File: config.mk
export PLATFORM = sky130hd
export DESIGN_NAME = npt_ram
export DESIGN_NICKNAME = d
export VERILOG_FILES = /design/src/rtl/npt_ram.sv
export SDC_FILE = /design/constraint.sdc
export NUM_CORES = 1
export LEC_CHECK = 0
export BUFFER_PORTS_ARGS = -buffer_cell sky130_fd_sc_hd__buf_2
export CAP_MARGIN = 25
export CORE_MARGIN = 10
export CORE_UTILIZATION = 60
export CTS_CLUSTER_SIZE = 10
export DETAILED_ROUTE_END_ITERATION = 10
export PLACE_DENSITY_LB_ADDON = 0.2
export SETUP_SLACK_MARGIN = 0.1
export SYNTH_ARGS = -nofsm -noshare
export SYNTH_HDL_FRONTEND = slang
export SYNTH_SLANG_ARGS = --single-unit
File: constraint.sdc
create_clock -name aclk -period 2.4 [get_ports aclk]
set_clock_uncertainty 0.1 [all_clocks]
set_input_delay 0.6 -clock aclk [delete_from_list [all_inputs] [get_ports aclk]]
set_output_delay 0.6 -clock aclk [all_outputs]
set_load 0.02 [all_outputs]
File: src/rtl/npt_ram.sv
// generic simple dual port ram with registered read
`default_nettype none

module npt_ram #(
    parameter int WIDTH = 8,
    parameter int DEPTH = 16
) (
    input  wire logic                     aclk,
    input  wire logic                     we,
    input  wire logic [$clog2(DEPTH)-1:0] waddr,
    input  wire logic [WIDTH-1:0]         wdata,
    input  wire logic                     re,
    input  wire logic [$clog2(DEPTH)-1:0] raddr,
    output logic      [WIDTH-1:0]         rdata
);

    logic [WIDTH-1:0] mem [DEPTH];

    always_ff @(posedge aclk) begin
        if (we) begin
            mem[waddr] <= wdata;
        end
        if (re) begin
            rdata <= mem[raddr];
        end
    end

endmodule

`default_nettype wire

After elaboration in Yosys (flattened, before gate mapping)
Memory sizes are Yosys's and may differ from the RTL's. A register that Yosys moved wholly into a read port is not among the register bits.
Cells that the tools add are included.
{ "classes": {"muxes": 2} }
{ "op_table": {"columns": ["op", "count"], "rows": [
  ["$mux W1", 2]
]} }
{ "word_totals": {"register_bits": 0, "ram_bits": 128, "input_bits": 19, "output_inout_bits": 8, "wordCells": 3, "memories": 1} }
{ "memory_table": {"columns": ["name", "depth", "word_bits", "read_ports", "rd_ports_with_merged_regs", "write_ports", "line", "text"], "rows": [
  ["mem", 16, 8, 1, 1, 1, "17", "logic [WIDTH-1:0] mem [DEPTH];"]
]} }

Longest topological paths before layout
Gate-level depths: netlist of the first run.
{ "logic_depth": {"depth_word": 2, "ltp_mapped": 5, "depth_no_buf": 3} }

Worst setup path after synthesis of the first run
No wires, ideal clock.
{ "synth_timing": {"path_type": "input -> register", "start": "input waddr[2]", "end": "memory mem[0][0], enable pin", "setup_time_ps": 383, "arrival_time_ps": 1710, "required_ps": 1917, "path_slack_ps": 207, "path_stages": 2, "n_path_buf": 0, "path_cell_list": "or3b_2 -> nor3_1"} }
{ "synth_rtl": {"columns": ["item", "line", "text"], "rows": [
  ["start: declaration", "10", "input wire logic [$clog2(DEPTH)-1:0] waddr,"],
  ["end: declaration", "17", null]
]} }
Straight into the memory's write port.

Worst setup path after layout of the first run
{ "layout_timing": {"start": "register rdata[6], read port of mem", "end": "output rdata[6]"} }
{ "layout_rtl": {"columns": ["item", "line", "text"], "rows": [
  ["start: declaration", "14", "output logic [WIDTH-1:0] rdata"]
]} }
No word-level cell between the ends.

==> impl_summary.log, run 1 <==
INFO  metric grt_max_degree = 33
INFO  metric post-route-min-period = 1820 ps
INFO  metric run_status = completed
INFO  metric clockBufferDepth = 2
INFO  metric tritoncts = yes
INFO  metric min_from = re
INFO  metric internal-power = 0.00456 W
INFO  metric fillers = 464
INFO  metric initialDrtViolationCount = 190
INFO  metric detail_route.wl_per_cell = 25.6 um
INFO  metric grtUsageTotal = 16.9%
INFO  metric rsz0062_at_grt = no
INFO  metric critical_path_buf_inv_count = 1
INFO  metric place_congestion = 0.740
INFO  metric power-per-cell-area = 907 mW/mm^2
INFO  metric synthesis.nets = 248
INFO  metric portBuffers = 26
INFO  metric design.die.area = 0.0128 mm^2
INFO  metric start_util = 62.7%
INFO  metric coreArea = 0.00834 mm^2
INFO  metric yosys_warnings = 0
INFO  metric top_level_ports = 27
INFO  metric layout_cell_share_with_drive_strength_beyond_1 = 32.3%
INFO  metric clock_slew_seen_by_the_registers_of_the_worst_setup_and_hold_paths = 60 ps
INFO  metric vdd.ir_drop.worst = 549 uV
INFO  metric synth.yosys.seq_area_share = 78.1%
INFO  metric category_of_the_critical_setup_timing_path = reg2out
INFO  metric crit_path_cell_trace = buf_2
INFO  metric finalSetupViolations = 0
INFO  metric headroom_to_the_max_slew_limit = 72.2%
INFO  metric crit_path_end_kind = output port
INFO  metric synth_top_cell_area_share = 78.1%
INFO  metric synth-edff-count = 136
INFO  metric worst-slew-pin-transition = 417 ps
INFO  metric achievable-frequency = 549 MHz
INFO  metric post-cts-setup-buffers = 0
INFO  metric slew_viol_final = 0
INFO  metric final_ant_viol_nets = 0
INFO  metric worst_setup_path_start_kind = flop
INFO  metric grt-ovfl-total = 0
INFO  metric first_pass_iteration_count_of_the_detailed_router = 4
INFO  metric top_cells_by_count_synth = edfxtp_1 (136), mux4_2 (18), a22oi_1 (16), mux4_1 (14), nor2_1 (13)
INFO  metric clock-root-buffer = clkbuf_8
INFO  metric sw_frac_of_total = 19.1%
INFO  metric first_global_vias = 2642
INFO  metric tritoncts.num_buffers = 17
INFO  metric route.vias.total = 2487
INFO  metric grt_pass1_wl = 15800 um
INFO  metric total_power = 0.00564 W
INFO  metric num_rows = 33
INFO  metric final_tns_setup = 0 ps
INFO  metric number_of_design_rule_violations_left_after_detail_routing = 0
INFO  metric post_cts_resized = 0
INFO  metric die_width = 113 um
INFO  metric yosys.area.top_type = edfxtp_1
INFO  metric min_path_type = in2reg
INFO  metric combinationalPowerShare = 4.6%
INFO  metric setup.worst_path.start = rdata[6]
INFO  metric postRouteWirelength = 10300 um
INFO  metric switchingPower = 0.00108 W
INFO  metric clock_power_share = 47.6%
INFO  metric htree_levels = 4
INFO  metric crit_fanout = 1
INFO  metric post_synth_inst_count = 229
INFO  metric reg2reg_from = mem[11][6]
INFO  metric timing.critical_path.arrival = 1120 ps
INFO  metric floorplan.die.height = 113 um
INFO  metric post_synth_main_area_contributors = edfxtp_1 (78%), mux4_2 (7.8%), mux4_1 (7.0%), a22oi_1 (2.3%), nor2_1 (0.93%)
INFO  metric netlist_area = 0.00523 mm^2
INFO  metric slowest_stage = edfxtp_1
INFO  metric period_share = 75.9%
INFO  metric clock-sinks = 136
INFO  metric hold_viol = 0
INFO  metric total_leakage_power = 2.13 nW
INFO  metric routed_via_density = 6.17
INFO  metric detailedPlacementHpwl = 6300 um
INFO  metric insertion_delay = 510 ps
INFO  metric share_of_synthesized_flip_flops_with_an_asynchronous_set_or_reset = 0%
INFO  metric area_growth = 18.9%
INFO  metric synth_most_common_cell = edfxtp_1
INFO  metric yosys.cell_types.count = 18
INFO  metric antenna_found_initial = 1
INFO  metric share_of_power_burned_in_registers = 47.8%
INFO  metric avgSynthCellArea = 22.8 um^2
INFO  metric cpPeakStageDelay = 420 ps
INFO  metric yosys_register_bits = 136
INFO  metric nets = 305
INFO  metric max_cap_viol_count = 0
INFO  metric ys_dominant_reg_cell = edfxtp_1
INFO  metric worst-endpoint-required = 1700 ps
INFO  metric cp_top_family = flip-flops
INFO  metric post_cts_hold_buffer_count = 0
## worst paths after layout
path                    to  slack (ps)  depth (start not counted)
setup / recovery  rdata[6]         580                          1
hold / removal    rdata[1]         370                          1
setup reg to reg  rdata[6]         760                          3
hold reg to reg   rdata[5]         670                          3
## metrics by stage
step	hold slack, ps	cell area [um^2]	cells	setup WS (ps)	util, %
4_1_cts	353	6210	402	545	74.5
3_3_place_gp	627	5590	372	181	67.1
5_1_grt	356	6210	402	541	74.5
2_1_floorplan	599	5230	229	207	-
3_5_place_dp	638	5590	372	137	67.1
6_report	373	6210	403	579	74.5
## kinds of logic after synthesis
logic type      synth area share (%)
flops                           78.1
simple gates                    3.14
mux                             14.8
compound gates                  2.30
buf+inv                         1.65
## state kept, by name, summed over array words and instances (netlist names)
signal	flops
rdata	8
mem	128
## area by class of cell
class | instances | area, um^2 | share of cell area, %
timing repair buffer | 48 | 320 | 5.15
clock inverter | 13 | 205 | 3.30
sequential | 136 | 4080 | 65.7
tap | 105 | 131 | 2.11
antenna | 1 | 2.50 | 0.0403
clock buffer | 17 | 414 | 6.66
multi-input combinational | 83 | 1060 | 17.0
## layout by cell type (no fill, tap or decap), types with 2 or more instances in the layout
cell type	synthesis	routed
nand3b_1	2	2
clkinvlp_4	0	2
mux4_1	14	14
edfxtp_1	136	136
buf_4	1	20
buf_2	3	26
nor2_1	13	13
nor3_1	4	4
clkinv_2	0	2
mux4_2	18	18
clkbuf_16	0	16
nand2b_1	2	2
a22oi_1	16	16
clkinv_4	0	3
buf_12	0	2
nand2_1	9	9
bufinv_16	0	5
## layer usage
| metal | up-vias | GRT usage, % | wire length [um] |
|---|---|---|---|
| met2 | 90 | 26.9 | 5230 |
| li1 | 1096 | - | - |
| met3 | 15 | 5.65 | 647 |
| met4 | 0 | 6.26 | 168 |
| met5 | - | 0 | 0 |
| met1 | 1286 | 21.1 | 4290 |
## power by group through the flow
stage	Sequential, W	Clock, W	Combinational, W
final	0.00269	0.00269	0.000259
after floorplan	0.00275	0	0.000135
after global routing	0.00270	0.00282	0.000280
after CTS	0.00269	0.00272	0.000263
after global placement	0.00274	0	0.000253
after detailed placement	0.00274	0	0.000258
Note: power is estimated with default switching activity, not from simulation.
==> inputs of run 2 (changes only) <==
CORE_UTILIZATION = 54   (was 60)
clock period = 1.5 ns   (was 2.4 ns; I/O delays follow)
==> run 2 against run 1 <==
Critical path type unchanged. Clock power rose by 42%. The run now ends with negative setup slack left. Sequential cell count is the same. Power is 53% higher. Combinational power grew 97%. Sequential share of layout area is 3.3 points lower. Largest cell class unchanged. First-iteration DRC count grew 41%.
==> impl_summary.log, run 2 (synthesis gave the netlist of run 1 again) <==
INFO  metric run_status = complete, but fails checks
INFO  metric failed_checks = negative setup slack
INFO  metric combinationalPowerShare = 5.9% (+1.3 points)
INFO  metric grt-ovfl-total = 0 (unchanged)
INFO  metric area_growth = 25.2%
INFO  metric crit_fanout = 1 (unchanged)
INFO  metric nets = 313 (+2.6%)
INFO  metric tritoncts.num_buffers = 17 (unchanged)
INFO  metric power-per-cell-area = 1320 mW/mm^2 (+46%)
INFO  metric critical_path_buf_inv_count = 1 (unchanged)
INFO  metric post-route-min-period = 1590 ps
INFO  metric number_of_design_rule_violations_left_after_detail_routing = 0 (unchanged)
INFO  metric worst_hold_path_cells = 1 (unchanged)
INFO  metric design.die.area = 0.0140 mm^2 (+9.1%)
INFO  metric insertion_delay = 510 ps (about the same)
INFO  metric finalSetupViolations = 9 (+9)
INFO  metric grt_pass1_wl = 15900 um (+0.96%)
INFO  metric headroom_to_the_max_slew_limit = 34.4% (-38 points)
INFO  metric hold_viol = 0 (unchanged)
INFO  metric timing.final.ws_setup = -85.5 ps (-664 ps)
INFO  metric worst-slew-pin-transition = 983 ps (+566 ps)
INFO  metric grt_max_degree = 24 (-27%)
INFO  metric pre_cts_slack = -531 ps (-668 ps)
INFO  metric final_ant_viol_nets = 0 (unchanged)
INFO  metric hold-path-endpoint = rdata[0]
INFO  metric switchingPower = 0.00178 W (+65%)
INFO  metric postRouteWirelength = 10100 um (-1.8%)
INFO  metric floorplan.die.height = 118 um (+4.5%)
INFO  metric clock_slew_seen_by_the_registers_of_the_worst_setup_and_hold_paths = 60 ps (about the same)
INFO  metric timing.critical_path.arrival = 1110 ps (about the same)
INFO  metric reg2reg_slack = -20 ps (-780 ps)
INFO  metric clock-root-buffer = clkbuf_8
INFO  metric layout.cells.most_common = edfxtp_1
INFO  metric multiInputGateArea = 0.00116 mm^2 (+9.6%)
INFO  metric largest_register = mem
INFO  metric internal-power = 0.00688 W (+51%)
INFO  metric category_of_the_critical_setup_timing_path = reg2out
INFO  metric max_cap_viol_count = 0 (unchanged)
INFO  metric achievable-frequency = 631 MHz
INFO  metric number_of_flip_flops_under_the_largest_register_name = 128 (unchanged)
INFO  metric top_level_ports = 27 (unchanged)
INFO  metric final_cell_area = 0.00655 mm^2 (+5.3%)
INFO  metric place_congestion = 0.717 (-3.1%)
INFO  metric cpPeakStageDelay = 430 ps (about the same)
INFO  metric total_power = 0.00866 W (+53%)
INFO  metric crit_reg_reg_endpoint = rdata[3]
INFO  metric clockBufferDepth = 2 (unchanged)
INFO  metric total_leakage_power = 2.15 nW (+0.90%)
INFO  metric tritoncts = yes
INFO  metric worst_setup_path_start_kind = flop
INFO  metric period_share = 106%
INFO  metric slew_viol_final = 0 (unchanged)
INFO  metric route.vias.total = 2516 (+1.2%)
INFO  metric mostFrequentLayoutCells = edfxtp_1 (136), mux4_2 (32), buf_2 (19)
INFO  metric sw_frac_of_total = 20.6% (+1.4 points)
INFO  metric utilization = 70.2% (-4.3 points)
INFO  metric die_width = 118 um (+4.5%)
INFO  metric cp_top_family = flip-flops
INFO  metric fillers = 589 (+27%)
INFO  metric sequential_cell_area = 0.00408 mm^2 (unchanged)
INFO  metric grtUsageTotal = 15.3% (-1.6 points)
INFO  metric htree_levels = 4 (unchanged)
INFO  metric initialDrtViolationCount = 267 (+41%)
INFO  metric crit_path_cell_trace = buf_6
INFO  metric rsz0062_at_grt = yes
INFO  metric cp.depth = 1 (unchanged)
INFO  metric num_rows = 35 (+6.1%)
INFO  metric min_path_type = in2reg
INFO  metric detail_route.wl_per_cell = 23.3 um (-9.3%)
INFO  metric share_of_power_burned_in_registers = 49.8% (+2.0 points)
INFO  metric vdd.ir_drop.worst = 710 uV (+29%)
INFO  metric post-place-cells = 404 (+8.6%)
INFO  metric routed_via_density = 5.77 (-6.5%)
INFO  metric antenna_found_initial = 0 (-1)
INFO  metric placed_area = 0.00588 mm^2 (+5.1%)
INFO  metric worst-r2r-cell-count = 3 (unchanged)
INFO  metric coreArea = 0.00933 mm^2 (+12%)
INFO  metric start_util = 56.0% (-6.6 points)
INFO  metric clock-sinks = 136 (unchanged)
INFO  metric clock_power_share = 44.3% (-3.3 points)
INFO  metric first_pass_iteration_count_of_the_detailed_router = 4 (unchanged)
INFO  metric reg2reg_from = mem[10][3]
INFO  metric layout_cell_share_with_drive_strength_beyond_1 = 47.2% (+15 points)
INFO  metric reg_top3 = mem (128), rdata (8)
INFO  metric first_global_vias = 2732 (+3.4%)
INFO  metric slowest_stage = edfxtp_1
INFO  metric n_antenna_cell = 0 (-1)
INFO  metric portBuffers = 26 (unchanged)
INFO  metric detailedPlacementHpwl = 6430 um (+2.0%)
INFO  metric layout.cells.non_filler = 436 (+8.2%)
INFO  metric worst-endpoint-required = 1020 ps (-680 ps)
INFO  metric crit_path_end_kind = output port
INFO  metric min_from = re
## run 2: how the worst max path moves through the flow
stage          slack, ps      from        to
2_1_floorplan       -180  raddr[0]  rdata[1]
3_3_place_gp        -520  raddr[0]  rdata[0]
3_5_place_dp        -530  raddr[0]  rdata[0]
4_1_cts             -130  rdata[0]  rdata[0]
5_1_grt             -110  rdata[4]  rdata[4]
6_report             -90  rdata[0]  rdata[0]
## run 2: cell type report
| cell class | count | share of cell area (%) |
|---|---|---|
| clock inverter | 12 | 1.97 |
| tap | 129 | 2.47 |
| sequential | 136 | 62.4 |
| clock buffer | 20 | 6.50 |
| multi-input combinational | 83 | 17.7 |
| timing repair buffer | 56 | 8.97 |
## run 2: power groups by stage
stage	clock, W	combinational (W)	sequential, W
2_1_floorplan	0	0.000248	0.00440
3_3_place_gp	0	0.000463	0.00438
3_5_place_dp	0	0.000472	0.00439
4_1_cts	0.00388	0.000510	0.00431
5_1_grt	0.00406	0.000554	0.00432
6_report	0.00383	0.000510	0.00431
## run 2: repair_timing
item	4_1_cts	5_1_grt
pin swaps	2	6
hold buffers	0	0
endpoints found under the setup margin	16	16
setup buffers	0	0
resized for setup	23	6
## run 2: per-layer routing
metal  routed length [um]  track usage [%]  part of all wire [%]
met3                  722             4.85                   7.1
met1                 4040             19.2                    40
met4                  133             5.80                   1.3
met5                    0                0                     0
met2                 5250             24.3                    52
## run 2: stage by stage
step | TNS, ps | hold slack, ps
final | -312 | 143
after global routing | -743 | 129
after CTS | -526 | 127
after detailed placement | -19390 | 639
after global placement | -18640 | 629
after floorplan | -2280 | 374
